==> src/rtl/core/fol_pkg.sv <==
package fol_pkg;

    // Default table depth and the cap on dump output.
    localparam int DEPTH_DEFAULT = 16;
    localparam int MAX_RESULTS   = 16;

    // Transaction kinds.
    typedef enum logic [1:0] {
        KIND_APPEND = 2'd0,
        KIND_ACCESS = 2'd1,
        KIND_DUMP   = 2'd2,
        KIND_CLEAR  = 2'd3
    } t_kind;

    // Result status codes.
    typedef enum logic [1:0] {
        ST_OK        = 2'd0,
        ST_NOT_FOUND = 2'd1,
        ST_FULL      = 2'd2,
        ST_EMPTY     = 2'd3
    } t_status;

    typedef struct packed {
        t_kind       kind;
        logic [7:0]  key;
    } t_cmd;

    typedef struct packed {
        t_status     status;
        logic [7:0]  out_key;
        logic [15:0] out_count;
        logic [3:0]  position;
        logic        last;
    } t_result;

    // One table entry as stored in memory.
    typedef struct packed {
        logic [7:0]  key;
        logic [15:0] count;
    } t_entry;

    // Controller states.
    typedef enum logic [2:0] {
        S_IDLE,
        S_SEARCH,
        S_BUBBLE,
        S_WRITE,
        S_DUMP
    } t_state;

endpackage

==> src/rtl/core/fol_ram.sv <==
module fol_ram #(
    parameter int WIDTH = 24,
    parameter int DEPTH = 16
) (
    input  logic                     i_clk,
    input  logic                     i_we,
    input  logic [$clog2(DEPTH)-1:0] i_waddr,
    input  logic [WIDTH-1:0]         i_wdata,
    input  logic [$clog2(DEPTH)-1:0] i_raddr,
    output logic [WIDTH-1:0]         o_rdata
);

    logic [WIDTH-1:0] r_mem [DEPTH];
    logic [WIDTH-1:0] r_rdata;

    // One write port and one registered read port.
    always_ff @(posedge i_clk) begin
        if (i_we) begin
            r_mem[i_waddr] <= i_wdata;
        end
        r_rdata <= r_mem[i_raddr];
    end

    assign o_rdata = r_rdata;

endmodule

==> src/rtl/core/frequency_ordered_list_unit.sv <==
// Frequency-ordered key table. A transaction is taken when start is high and busy is
// low; every result appears for one cycle with o_valid and cannot be held off, so the
// receiver must take it then. The table lives in one memory with a single registered
// read port. Append and clear answer from idle; an access first searches from the
// front, then moves the entry forward past each entry just ahead of it whose count is
// strictly smaller and writes it back (a miss searches the whole table); a dump returns
// its results on consecutive cycles. Each result is registered and shows up in the
// cycle after the one that produced it, and a new transaction may be accepted in the
// cycle that the final result of the previous one is shown.
module frequency_ordered_list_unit #(
    parameter int DEPTH = fol_pkg::DEPTH_DEFAULT
) (
    input  logic             i_clk,
    input  logic             i_rst_n,
    input  logic             start,
    output logic             busy,
    input  fol_pkg::t_cmd    i_cmd,
    output logic             o_valid,
    output fol_pkg::t_result o_result
);

    localparam int AW = (DEPTH > 1) ? $clog2(DEPTH) : 1;
    localparam int LW = $clog2(DEPTH + 1);
    localparam int PW = (LW > 4) ? LW : 4;
    localparam int EW = $bits(fol_pkg::t_entry);

    fol_pkg::t_state  r_state, n_state;
    logic [LW-1:0]    r_len, n_len;
    logic [AW-1:0]    r_idx, n_idx;
    logic [AW-1:0]    r_pos, n_pos;
    logic [7:0]       r_key, n_key;
    logic [15:0]      r_cnt, n_cnt;
    logic             r_valid, n_valid;
    fol_pkg::t_result r_out, n_out;

    logic             ram_we;
    logic [AW-1:0]    ram_waddr;
    fol_pkg::t_entry  ram_wdata;
    logic [AW-1:0]    ram_raddr;
    logic [EW-1:0]    ram_rdata;
    fol_pkg::t_entry  rd;

    assign rd = fol_pkg::t_entry'(ram_rdata);

    fol_ram #(
        .WIDTH(EW),
        .DEPTH(DEPTH)
    ) u_ram (
        .i_clk   (i_clk),
        .i_we    (ram_we),
        .i_waddr (ram_waddr),
        .i_wdata (ram_wdata),
        .i_raddr (ram_raddr),
        .o_rdata (ram_rdata)
    );

    // Control and result registers.
    always_ff @(posedge i_clk) begin
        if (!i_rst_n) begin
            r_state <= fol_pkg::S_IDLE;
            r_len   <= '0;
            r_valid <= 1'b0;
        end else begin
            r_state <= n_state;
            r_len   <= n_len;
            r_valid <= n_valid;
        end
    end

    // Working registers of the current transaction.
    always_ff @(posedge i_clk) begin
        r_idx <= n_idx;
        r_pos <= n_pos;
        r_key <= n_key;
        r_cnt <= n_cnt;
        r_out <= n_out;
    end

    // Next state, memory accesses and result.
    always_comb begin
        logic [PW-1:0] v_pos;
        logic [PW-1:0] v_idx;
        logic [PW-1:0] v_len;
        logic          v_last;

        n_state   = r_state;
        n_len     = r_len;
        n_idx     = r_idx;
        n_pos     = r_pos;
        n_key     = r_key;
        n_cnt     = r_cnt;
        n_valid   = 1'b0;
        n_out     = r_out;
        ram_we    = 1'b0;
        ram_waddr = r_pos;
        ram_wdata = '{key: r_key, count: r_cnt};
        ram_raddr = '0;

        v_pos  = PW'(r_pos);
        v_idx  = PW'(r_idx);
        v_len  = PW'(r_len);
        v_last = (LW'(r_idx) + LW'(1) == r_len) ||
                 (v_idx == PW'(fol_pkg::MAX_RESULTS - 1));

        case (r_state)
            fol_pkg::S_IDLE: begin
                if (start) begin
                    n_key = i_cmd.key;
                    n_idx = '0;
                    case (i_cmd.kind)
                        fol_pkg::KIND_APPEND: begin
                            n_valid = 1'b1;
                            if (r_len == LW'(DEPTH)) begin
                                n_out = '{status: fol_pkg::ST_FULL, out_key: i_cmd.key,
                                          out_count: '0, position: '0, last: 1'b1};
                            end else begin
                                ram_we    = 1'b1;
                                ram_waddr = AW'(r_len);
                                ram_wdata = '{key: i_cmd.key, count: '0};
                                n_len     = r_len + LW'(1);
                                n_out     = '{status: fol_pkg::ST_OK, out_key: i_cmd.key,
                                              out_count: '0, position: v_len[3:0],
                                              last: 1'b1};
                            end
                        end
                        fol_pkg::KIND_ACCESS: begin
                            if (r_len == '0) begin
                                n_valid = 1'b1;
                                n_out   = '{status: fol_pkg::ST_NOT_FOUND,
                                            out_key: i_cmd.key, out_count: '0,
                                            position: '0, last: 1'b1};
                            end else begin
                                n_state = fol_pkg::S_SEARCH;
                            end
                        end
                        fol_pkg::KIND_DUMP: begin
                            if (r_len == '0) begin
                                n_valid = 1'b1;
                                n_out   = '{status: fol_pkg::ST_EMPTY, out_key: '0,
                                            out_count: '0, position: '0, last: 1'b1};
                            end else begin
                                n_state = fol_pkg::S_DUMP;
                            end
                        end
                        fol_pkg::KIND_CLEAR: begin
                            n_len   = '0;
                            n_valid = 1'b1;
                            n_out   = '{status: fol_pkg::ST_OK, out_key: '0,
                                        out_count: '0, position: '0, last: 1'b1};
                        end
                        default: begin
                            n_state = fol_pkg::S_IDLE;
                        end
                    endcase
                end
            end

            // Scan from the front; the read data belongs to entry r_idx.
            fol_pkg::S_SEARCH: begin
                if (rd.key == r_key) begin
                    n_cnt = (rd.count == '1) ? rd.count : rd.count + 16'd1;
                    n_pos = r_idx;
                    if (r_idx == '0) begin
                        n_state = fol_pkg::S_WRITE;
                    end else begin
                        ram_raddr = r_idx - AW'(1);
                        n_state   = fol_pkg::S_BUBBLE;
                    end
                end else if (LW'(r_idx) + LW'(1) == r_len) begin
                    n_valid = 1'b1;
                    n_out   = '{status: fol_pkg::ST_NOT_FOUND, out_key: r_key,
                                out_count: '0, position: '0, last: 1'b1};
                    n_state = fol_pkg::S_IDLE;
                end else begin
                    ram_raddr = r_idx + AW'(1);
                    n_idx     = r_idx + AW'(1);
                end
            end

            // The read data is the entry just ahead of r_pos; shift it back while
            // its count is strictly smaller than the moving entry's count.
            fol_pkg::S_BUBBLE: begin
                if (r_cnt > rd.count) begin
                    ram_we    = 1'b1;
                    ram_waddr = r_pos;
                    ram_wdata = rd;
                    n_pos     = r_pos - AW'(1);
                    if (r_pos == AW'(1)) begin
                        n_state = fol_pkg::S_WRITE;
                    end else begin
                        ram_raddr = r_pos - AW'(2);
                    end
                end else begin
                    ram_we  = 1'b1;
                    n_valid = 1'b1;
                    n_out   = '{status: fol_pkg::ST_OK, out_key: r_key, out_count: r_cnt,
                                position: v_pos[3:0], last: 1'b1};
                    n_state = fol_pkg::S_IDLE;
                end
            end

            // Store the accessed entry at its final place.
            fol_pkg::S_WRITE: begin
                ram_we  = 1'b1;
                n_valid = 1'b1;
                n_out   = '{status: fol_pkg::ST_OK, out_key: r_key, out_count: r_cnt,
                            position: v_pos[3:0], last: 1'b1};
                n_state = fol_pkg::S_IDLE;
            end

            // One entry per cycle; the read data belongs to entry r_idx.
            fol_pkg::S_DUMP: begin
                n_valid = 1'b1;
                n_out   = '{status: fol_pkg::ST_OK, out_key: rd.key, out_count: rd.count,
                            position: v_idx[3:0], last: v_last};
                if (v_last) begin
                    n_state = fol_pkg::S_IDLE;
                end else begin
                    ram_raddr = r_idx + AW'(1);
                    n_idx     = r_idx + AW'(1);
                end
            end

            default: begin
                n_state = fol_pkg::S_IDLE;
            end
        endcase
    end

    assign busy     = (r_state != fol_pkg::S_IDLE);
    assign o_valid  = r_valid;
    assign o_result = r_out;

endmodule

==> config.mk <==
export PLATFORM = sky130hd
export DESIGN_NAME = frequency_ordered_list_unit
export DESIGN_NICKNAME = d
export VERILOG_FILES = /design/src/rtl/core/fol_pkg.sv /design/src/rtl/core/fol_ram.sv /design/src/rtl/core/frequency_ordered_list_unit.sv
export SDC_FILE = /design/constraint.sdc
export NUM_CORES = 1
export LEC_CHECK = 0
export ABC_AREA = 1
export BUFFER_PORTS_ARGS = -buffer_cell sky130_fd_sc_hd__buf_4
export CAP_MARGIN = 20
export CORE_MARGIN = 3
export CORE_UTILIZATION = 45
export DETAILED_ROUTE_END_ITERATION = 8
export GPL_TIMING_DRIVEN = 0
export PLACE_DENSITY = 0.68
export SYNTH_ARGS = -nofsm -noshare
export SYNTH_HDL_FRONTEND = slang
export SYNTH_SLANG_ARGS = --single-unit
export TNS_END_PERCENT = 20
==> constraint.sdc <==
create_clock -name i_clk -period 24 [get_ports i_clk]
set_clock_uncertainty 0.15 [all_clocks]
set_input_delay 4.8 -clock i_clk [delete_from_list [all_inputs] [get_ports i_clk]]
set_output_delay 4.8 -clock i_clk [all_outputs]
set_load 0.02 [all_outputs]
==> out/results.txt <==
synth-to-layout area growth - 14.9%
nets - 2,417
Post-Synth Adder-Cell Area - 0.0166
max-cap violations - 0
CTS Hold Bufs - 0
Setup Fix Bufs, Post-CTS - 0
Worst path top cell family by delay - simple AND/OR/NAND/NOR gates
Worst-Skew Late Latency - 0.62 ns
minimum clock period - 8.02 ns
RSZ-0062 raised after global routing - false
max layer used - met4
Synth Area in Compound Gates - 0.0299
Sink Count - 480
H-Tree Depth - 2
synth top area cells - edfxtp_1 59%, nand3_1 8.5%, inv_1 7.9%
Post-DP Area - 24,400 um2
post-synthesis mux area share - 0
slowest stage delay, CP - 0.76 ns
Worst setup EP type - flip-flop
Worst EP arrival - 8.19 ns
WP data required - 24.17 ns
Crit-path slowest cell - nor2_2
vias in the first global route - 16.2k
Core Area - 49,300 um2
reg2reg path depth - 12
Fin Setup TNS - 0 ns
worst rel slew slack - 0.260
crit path buf inv count - 4
startpoint types - input port
Synth Register Bits - 480
critical setup path kind - in2reg
Synth Area in XOR/XNOR - 0.00697
Met3 Wirelength - 5.72 mm
Worst Hold Path Cells - 1
post-cts sizing count - 0
global route overflow - 0
ys async rst share - 0
Max VDD drop - 0.0526 mV
maximum buffer depth of the clock tree - 3
Root Buffer Master - clkbuf_16
f_max - 125 MHz
worst-path cell chain - buf_4 -> inv_1 -> ha_1 -> nand2_1 -> nor2_4 -> inv_1 -> o21ai_0 -> nand2_1 -> nor2_2 -> buf_8
Synth Cell Area - 22,600 um2
Clock Pin Slew Worst Setup and Hold Paths - 0.06 ns
Initial Utilization - 0.459
number of cells on the critical path - 10
final instance area - 26,000 um2
share of cells above drive strength 1 - 0.124
row cnt - 81
DP Cell Count - 2,986
Final Cycle Share - 0.334
total power - 2.81 mW
HP Class - reg2reg
simple-gate share of the synthesized area - 0.215
Syn Area/Cell - 10.0 um2
Final Instance Count excl. Fillers - 3,077
Register-to-Register Setup Slack - 19.73 ns
Die Ht - 230 um
Antenna Violating Nets Remaining - 0
status - finished, final reports clean
Post-Syn Instances - 2,250
LEAKAGE - 11.0 nW
sequential share of the synthesized area - 0.623
post-DR wirelength/cell - 20.7 um
CP Max Fanout - 13
port buffer count - 45
Final Hold Viols - 0
routed via count - 17.3k
ANT cells - 0
routed wire length on met2 - 29.4 mm
initial detailed-routing violation count - 2,404
fin util - 0.527
drt pass-1 iters - 8
TritonCTS buffer count - 50
Slew @ Worst Pin - 1.11 ns
share of the synthesized area in the top cell type - 0.594
GRT Total Usage - 0.237
commonest non-fill, non-tap cell in the layout - inv_1
vias per cell - 5.62
Syn Nets - 2,293
largest family of logic cells by synthesized area - simple AND/OR/NAND/NOR gates
DIE WIDTH - 230 um
post-synth cell types - 37
top_reg_cell synth - edfxtp_1
routed wire length - 63.7 mm
FILL cells - 4,304
Synth area leader - edfxtp_1
Pins Over Slew Limit - 0
# setup viols final - 0
wire length on met1 - 26.2 mm
commonest cells after routing, fill and taps aside - 477 x inv_1, 447 x edfxtp_1, 382 x nand3_1
initial antenna violation count - 2
largest net degree at the start of global routing - 25
dpl hpwl - 45.2 mm
Power Dens Cells - 108 nW/um2
CTS tree - built
Post-synth EDFFs - 447
Remaining DRCs - 0
RePlAce Congestion - 0.939
Top Ports - 46
Synth Warn # - 0
first-pass GRT wire length - 96.0 mm
die area - 53,000 um2
report_power, final:
part | switching [mW] | internal (mW) | leakage (nW)
registers | 0.0378 | 1.07 | 4.36
clock network | 0.329 | 0.439 | 0.792
logic | 0.665 | 0.264 | 5.82
total | 1.03 | 1.78 | 11.0
per-layer routing:
layer,up-vias,global-route usage
met5,-,0
met4,0,0.0912
met3,157,0.0336
met2,919,0.381
met1,8285,0.327
li1,7942,-
path summary, 6_finish.rpt:
kind                startpoint                end
min          u_ram.o_rdata[11]          r_cnt[11]
max reg2reg         r_state[0]  u_ram.r_mem[2][8]
max                   i_cmd[9]  u_ram.r_mem[2][8]
min reg2reg  u_ram.o_rdata[11]          r_cnt[11]
state kept, by name, indices dropped and copies added (netlist names):
register and count:
u_ram.r_mem 384, o_result 31, u_ram.o_rdata 24, r_cnt 16
r_key 8, r_len 5, r_idx 4, r_pos 4
r_state 3, o_valid 1
Yosys cell counts (2+ instances only):
cell type	n
a31oi_1	2
nand4_1	202
nand2_1	330
inv_1	477
buf_2	78
nor2_4	8
xor2_1	16
nand3_1	382
o21ai_0	16
nor2_1	54
edfxtp_1	447
clkbuf_1	39
a41oi_1	4
a21oi_1	22
nand3_2	4
xnor2_1	2
a21o_1	2
buf_1	3
dfxtp_1	33
nand2_2	2
o22ai_1	33
buf_4	7
inv_2	11
ha_1	30
a211oi_1	3
o211ai_1	3
nor4_1	2
nor2_2	3
o221ai_1	13
nor3_1	11
o21ai_1	5
metrics by stage:
| stage | hold slack (ns) | setup slack [ns] |
|---|---|---|
| after floorplan | 0.366 | 13.07 |
| final | 0.422 | 15.98 |
| after CTS | 0.422 | 16.12 |
| after global routing | 0.453 | 15.83 |
| after detailed placement | 0.409 | 15.50 |
| after global placement | 0.392 | 11.13 |
cell type report:
type | instances | area [um2] | share of cell area
Sequential cell | 480 | 14100 | 0.542
Multi-Input combinational cell | 1154 | 6270 | 0.242
Inverter | 488 | 1830 | 0.0705
Clock buffer | 56 | 1280 | 0.0494
Tap cell | 664 | 831 | 0.0320
Timing Repair Buffer | 72 | 744 | 0.0287
Buffer | 128 | 612 | 0.0236
Clock inverter | 35 | 317 | 0.0122
cell families after synthesis:
kind of cell    Yosys count
simple gates           1000
buf+inv                 616
flops                   480
compound gates          106
fa+ha+maj                30
xor+xnor                 18
(Power assumes the default switching activity.)
